<file path="config.mk">
export PLATFORM = sky130hd
export DESIGN_NAME = etpq_ctrl
export DESIGN_NICKNAME = d
export VERILOG_FILES = /design/src/rtl/core/etpq_pkg.sv /design/src/rtl/core/etpq_ctrl.sv
export SDC_FILE = /design/constraint.sdc
export NUM_CORES = 1
export LEC_CHECK = 0
export ABC_CLOCK_PERIOD_IN_PS = 1400
export CAP_MARGIN = 20
export CORE_AREA = 2 2 39 41
export DETAILED_ROUTE_END_ITERATION = 7
export DIE_AREA = 0 0 41 43
export DONT_BUFFER_PORTS = 1
export RECOVER_POWER = 25
export SLEW_MARGIN = 20
export SYNTH_ARGS = -nofsm -noshare
export SYNTH_HDL_FRONTEND = slang
export SYNTH_SLANG_ARGS = --single-unit
</file>
<file path="constraint.sdc">
create_clock -name clk_i -period 1.4 [get_ports clk_i]
set_input_delay 0.14 -clock clk_i [delete_from_list [all_inputs] [get_ports clk_i]]
set_output_delay 0.14 -clock clk_i [all_outputs]
set_load 0.01 [all_outputs]
</file>
<file path="src/rtl/core/etpq_pkg.sv">
// Shared types and constants for the event time priority queue.
`timescale 1ns / 1ps

package etpq_pkg;

  localparam int QueueDepth = 64;
  localparam int IdxW       = $clog2(QueueDepth);
  localparam int CntW       = $clog2(QueueDepth + 1);
  localparam int TimeW      = 16;
  localparam int TagW       = 8;
  localparam int DelayW     = 12;
  localparam logic [TimeW-1:0] LimitReset = 16'd1000;
  localparam logic [TimeW-1:0] TimeMax    = '1;

  typedef struct packed {
    logic [TimeW-1:0] ev_time;
    logic [TagW-1:0]  person;
    logic             kind;
  } entry_t;

  typedef enum logic [2:0] {
    ST_EVENT    = 3'd0,
    ST_TERM     = 3'd1,
    ST_OVERRUN  = 3'd2,
    ST_FULL     = 3'd3,
    ST_RECORD   = 3'd4
  } status_e;

  typedef enum logic {
    KIND_ARRIVAL = 1'b0,
    KIND_DEPART  = 1'b1
  } kind_e;

  // Which result is loaded into the output register
  typedef enum logic [2:0] {
    RES_EVENT,
    RES_EMPTY,
    RES_HALTED,
    RES_OVERRUN,
    RES_FULL,
    RES_RECORD
  } res_e;

  typedef enum logic [1:0] {
    OP_NONE,
    OP_INS_ARR,
    OP_INS_DEP,
    OP_POP
  } op_e;

  typedef enum logic {
    S_IDLE,
    S_DEPART
  } state_e;

  typedef struct packed {
    logic load_out;
    res_e res;
    op_e  op;
  } ctrl_cmd_t;

  typedef struct packed {
    logic halted;
    logic empty;
    logic full;
    logic head_over;
  } dp_status_t;

endpackage

</file>
<file path="src/rtl/core/etpq_ctrl.sv">
// Controller: accepts items, sequences the two inserts of a record, owns output valid.
`timescale 1ns / 1ps

module etpq_ctrl (
  input  logic                clk_i,
  input  logic                rst_ni,
  input  logic                in_valid_i,
  output logic                in_stall_o,
  input  logic                mode_i,
  output logic                out_valid_o,
  input  logic                out_stall_i,
  input  etpq_pkg::dp_status_t sts_i,
  output etpq_pkg::ctrl_cmd_t  cmd_o
);

  etpq_pkg::state_e state_q, state_d;
  logic out_valid_q, out_valid_d;
  logic accept;

  always_ff @(posedge clk_i or negedge rst_ni) begin
    if (!rst_ni) begin
      state_q     <= etpq_pkg::S_IDLE;
      out_valid_q <= 1'b0;
    end else begin
      state_q     <= state_d;
      out_valid_q <= out_valid_d;
    end
  end

  always_comb begin
    state_d      = state_q;
    cmd_o.load_out = 1'b0;
    cmd_o.res    = etpq_pkg::RES_EVENT;
    cmd_o.op     = etpq_pkg::OP_NONE;
    in_stall_o   = 1'b1;
    accept       = 1'b0;
    unique case (state_q)
      etpq_pkg::S_IDLE: begin
        // the output slot is free unless a result sits there and is not taken now
        in_stall_o = out_valid_q && out_stall_i;
        accept     = in_valid_i && !in_stall_o;
        if (accept) begin
          cmd_o.load_out = 1'b1;
          priority if (sts_i.halted) begin
            cmd_o.res = etpq_pkg::RES_HALTED;
          end else if (mode_i == 1'b0) begin
            if (sts_i.full) begin
              cmd_o.res = etpq_pkg::RES_FULL;
            end else begin
              cmd_o.res = etpq_pkg::RES_RECORD;
              cmd_o.op  = etpq_pkg::OP_INS_ARR;
              state_d   = etpq_pkg::S_DEPART;
            end
          end else if (sts_i.empty) begin
            cmd_o.res = etpq_pkg::RES_EMPTY;
          end else begin
            cmd_o.op  = etpq_pkg::OP_POP;
            cmd_o.res = sts_i.head_over ? etpq_pkg::RES_OVERRUN : etpq_pkg::RES_EVENT;
          end
        end
      end
      etpq_pkg::S_DEPART: begin
        cmd_o.op = etpq_pkg::OP_INS_DEP;
        state_d  = etpq_pkg::S_IDLE;
      end
      default: state_d = etpq_pkg::S_IDLE;
    endcase
  end

  always_comb begin
    if (cmd_o.load_out) begin
      out_valid_d = 1'b1;
    end else if (!out_stall_i) begin
      out_valid_d = 1'b0;
    end else begin
      out_valid_d = out_valid_q;
    end
  end

  assign out_valid_o = out_valid_q;

  a_depart_follows: assert property (@(posedge clk_i) disable iff (!rst_ni)
    cmd_o.op == etpq_pkg::OP_INS_ARR |=> cmd_o.op == etpq_pkg::OP_INS_DEP)
    else $error("departure insert did not follow arrival insert");

  a_no_pop_empty: assert property (@(posedge clk_i) disable iff (!rst_ni)
    cmd_o.op == etpq_pkg::OP_POP |-> !sts_i.empty && !sts_i.halted)
    else $error("pop issued on empty or halted queue");

  a_no_overwrite: assert property (@(posedge clk_i) disable iff (!rst_ni)
    out_valid_q && out_stall_i |-> !cmd_o.load_out)
    else $error("stalled result overwritten");

endmodule

</file>
After elaboration in Yosys (flattened, before gate mapping)
Index checks and enable logic that the tools add are counted.
{ "totals": {"ff_bits": 2, "in_bits": 9, "output_inout_bits": 8, "elab_cells": 26} }
{ "classes": {"eq_ne": 1, "n_mux": 19, "n_bitwise": 1, "n_reduce_logical": 3} }
{ "ops": {"columns": ["op", "n"], "rows": [
  ["1-bit 2-to-1 mux", 9],
  ["2-bit 2-to-1 mux", 4],
  ["6-bit 2-to-1 mux", 1],
  ["5-bit 2-to-1 mux", 1],
  ["4-bit 2-to-1 mux", 1],
  ["2-bit one-hot mux with 2 select lines", 1],
  ["3-bit 2-to-1 mux", 1],
  ["1-bit logical AND", 2],
  ["2-bit by 1-bit inequality test with 1-bit output (second input constant)", 1],
  ["1-bit one-hot mux with 2 select lines", 1],
  ["1-bit zero test", 1],
  ["1-bit NOT", 1]
]} }

Depth between registers and ports, before layout
{ "logic_depth": {"word_depth": 7, "mapped_depth": 4, "depth_no_buf": 3} }

Worst setup path after synthesis
No wires, ideal clock.
{ "synth_timing": {"path_type": "register -> output", "start": "register out_valid_q, in the netlist out_valid_o", "end": "output cmd_o[2] (netlist bit)", "arrival_ns": 1.068, "t_required_ns": 1.260, "setup_slack_ns": 0.192, "stages_incl_launch_ff": 4, "n_path_buf": 0, "path_cell_list": "dfrtp_1 -> nand2_4 -> nand3b_4 -> nor4_1"} }
{ "synth_lines": {"columns": ["element", "line", "text"], "rows": [
  ["start, declared", "etpq_ctrl.sv:17", "logic out_valid_q, out_valid_d;"],
  ["start signal, assigned", "etpq_ctrl.sv:26", "out_valid_q <= out_valid_d;"],
  ["end, declared", "etpq_ctrl.sv:13", "output etpq_pkg::ctrl_cmd_t cmd_o"]
]} }

==> impl_metrics.csv <==
group,metric,value,unit
worst_setup_path,worst-endpoint-arrival,1.26,ns
yosys,xor_and_xnor_fraction_of_the_mapped_netlist_area,0,%
worst_setup_path,required,1.26,ns
worst_setup_path,timing.critical_path.slowest_cell_delay,0.42,ns
timing,finalWorstSetupSlack,0.00104,ns
floorplanning,io_pins,17,
yosys,synth_cell_type_count,15,
worst_setup_path,worstSetupStartpoint,"out_valid_o",
drt,final_antenna_net_count,0,
timing,hold_viol_final,0,
grt,grt_pass1_wl,862,um
floorplanning,die_width,41,um
run_status,outcome,"complete, no violations",
yosys,ys_seq_elements,2,
floorplanning,rows,14,
clock_tree,tritoncts.num_buffers,3,
grt,maximum_number_of_pins_on_one_net_before_global_route_repair,7,
run,cap_violations,0,
yosys,syn-cell-area,179,sq um
worst_setup_path,type_of_destination_of_the_critical_path,"primary output",
finish,multi_input_comb_area,144,sq um
clock_tree,h-tree-depth,1,
worst_setup_path,rr_worst_depth,4,
timing,grt_setup_unrepaired,"yes",
worst_setup_path,critical_path.slowest_cell,"dfrtp_1",
yosys,avgSynthCellArea,8.95,sq um
timing,timing.final.setup_violations,0,
timing,slew_viol_final,0,
clock_tree,clock_insertion_delay_at_the_later_pin_of_the_skew_report,0.22,ns
finish,stdcell_count,47,
finish,drive_gt1_share,41.9,%
worst_setup_path,reg2reg_to,"state_q",
grt,grt_antenna_before_repair,0,
yosys,synth_simple_gate_area_share,46.9,%
drt,routedWlPerCell,11.8,um
drt,route.detailed.drc,0,
yosys,postSynthCellCount,20,
yosys,synth_compound_gate_area_share,16.8,%
clock_tree,clk_pin_slew_worst_paths,0.03,ns
yosys,sequential_fraction_of_the_synthesis_area,28.0,%
timing,relative_slew_slack,75.2,%
timing,tightest_slew,0.371,ns
grt,grt_overflow,0,
finish,nets,42,
placed_design,place.gp.congestion,0.488,
placed_design,place.detailed.instances,36,
finish,fillCellCount,159,
finish,n_antenna_cell,0,
floorplanning,initial_utilization,12.9,%
pwr,total_chip_power,0.268,mW
grt,grt_pass1_vias,195,
drt,vias_per_cell,4.11,
yosys,synth.mux.area_fraction,0,%
clock_tree,clock_sinks,2,
floorplanning,design.core.area,1380,sq um
worst_setup_path,rrSetupSlack,0.24,ns
grt,grt.total_usage,7.93,%
worst_setup_path,critPathKind,"reg2out",
timing,fin_crit_sh,99.9,%
clock_tree,ctsLongestPathBuffers,2,
worst_hold_path,hold_path_class,"in2async",
timing,post-route-min-period,1.40,ns
worst_setup_path,worstSetupStartpointType,"register",
finish,post_route_utilization,23.2,%
finish,ff_latch_area,50.0,sq um
pwr,vdd_drop_max,0.232,mV
yosys,synthesis.yosys.warnings,0,
yosys,synth_fp_nets,29,
timing,finClkSkew,0.00561,ns
finish,flow.area_growth_from_synthesis,79.7,%
worst_setup_path,worstPathMaxFanout,5,
pwr,leakage,0.142,nW
worst_setup_path,r2r_start,"out_valid_o",
placed_design,place_hpwl,343,um
drt,route.vias.total,193,
pwr,power.density_cell_area,832,nW/um^2
timing,fmax,0.715,GHz
floorplanning,floorplan.die_area,1760,sq um
drt,initialDrtViolationCount,0,
yosys,combinational_family_with_the_most_area_after_synthesis,"simple AND/OR/NAND/NOR gates",
clock_tree,clock_tree_root,"clkbuf_4",
yosys,post_synth_fa_ha_maj_area_fraction,0,%
clock_tree,tritoncts,"yes",
worst_setup_path,cell_breakdown_of_the_critical_path,"nand2_4 > nand3b_4 > nor4_4 > buf_4",
floorplanning,die_h,43,um
drt,totalWireLength,554,um
placed_design,io_buffer_count,0,
drt,detail_route.first_pass.iterations,1,
placed_design,place_worst_setup_slack,0.136,ns
## area by class of cell
class | instances | share of cell area [%]
clock buffers | 3 | 7.00
multi-input cells | 15 | 44.7
repair buffers | 9 | 24.1
inverters | 2 | 2.33
flip-flops and latches | 2 | 15.6
well taps | 16 | 6.23
## metrics by stage
stage               TNS [ns]  hold WS, ns  instance area [sq um]
finish                     0        0.147                    322
global route         -0.0969        0.140                    322
CTS                  -0.0228        0.139                    303
detailed placement         0       -0.156                    199
global placement           0       -0.156                    199
floorplan                  0       -0.156                    179
## registers in the layout, summed over array words and instances, names as in the netlist
name         cells
out_valid_o      1
state_q          1
## placed cells by master, fill, tap and decap left out, drive strengths merged, types with 2 or more instances in the layout
cell | Yosys | final
nor2 | 3 | 3
dfrtp | 2 | 2
inv | 2 | 2
clkbuf | 0 | 3
nand2 | 2 | 2
nor4 | 2 | 2
buf | 1 | 5
dlygate4sd3 | 0 | 4
## critical path, delay by kind of cell, from the launching register on
family	cells	cell delay [ns]
flops	1	0.42
simple gates	3	0.46
buf+inv	1	0.16
## cells by family after synthesis
group | after synthesis
AOI/OAI and AO/OA | 3
DFF | 2
buffers and inverters | 3
and+or+nand+nor | 12
## report_power, final
group          switching, mW  leakage (nW)  total [mW]  internal (mW)
Sequential           0.00572        0.0253      0.0681         0.0624
Combinational         0.0353         0.102      0.0754         0.0400
Clock                 0.0299        0.0138       0.124         0.0943
## metal layers
| metal | part of all wire [%] | routed length (um) | vias up | track usage [%] |
|---|---|---|---|---|
| met4 | 0 | 0 | 0 | 6.00 |
| li1 | - | - | 94 | - |
| met5 | 0 | 0 | - | 0 |
| met2 | 58 | 320 | 5 | 11.6 |
| met3 | 4.5 | 25 | 0 | 4.71 |
| met1 | 38 | 208 | 94 | 7.72 |
## how the worst max path moves through the flow
stage               slack (ns)       end
floorplan                 0.19  cmd_o[2]
global placement          0.13  cmd_o[0]
detailed placement        0.14  cmd_o[0]
CTS                      -0.02  cmd_o[2]
global route             -0.06  cmd_o[2]
finish                   0.001  cmd_o[2]
## synth_stat cells, drive strengths merged
| cell | instances | area, sq um |
|---|---|---|
| a2111oi | 1 | 15.0 |
| a31o | 1 | 8.76 |
| a31oi | 1 | 6.26 |
| buf | 1 | 7.51 |
| dfrtp | 2 | 50.1 |
| inv | 2 | 7.51 |
| nand2 | 2 | 15.0 |
| nand2b | 1 | 6.26 |
| nand3b | 1 | 20.0 |
| nor2 | 3 | 11.3 |
| nor2b | 1 | 6.26 |
| nor3 | 1 | 5.00 |
| nor4 | 2 | 12.5 |
| or2b | 1 | 7.51 |
## what timing repair did
action	4_1_cts	5_1_grt
hold endpoints to repair	3	0
hold buffers	4	0
endpoints found under the setup margin	2	2
buffers inserted	3	1
pin swaps	2	1
resized for setup	2	2
(Power assumes the default switching activity.)
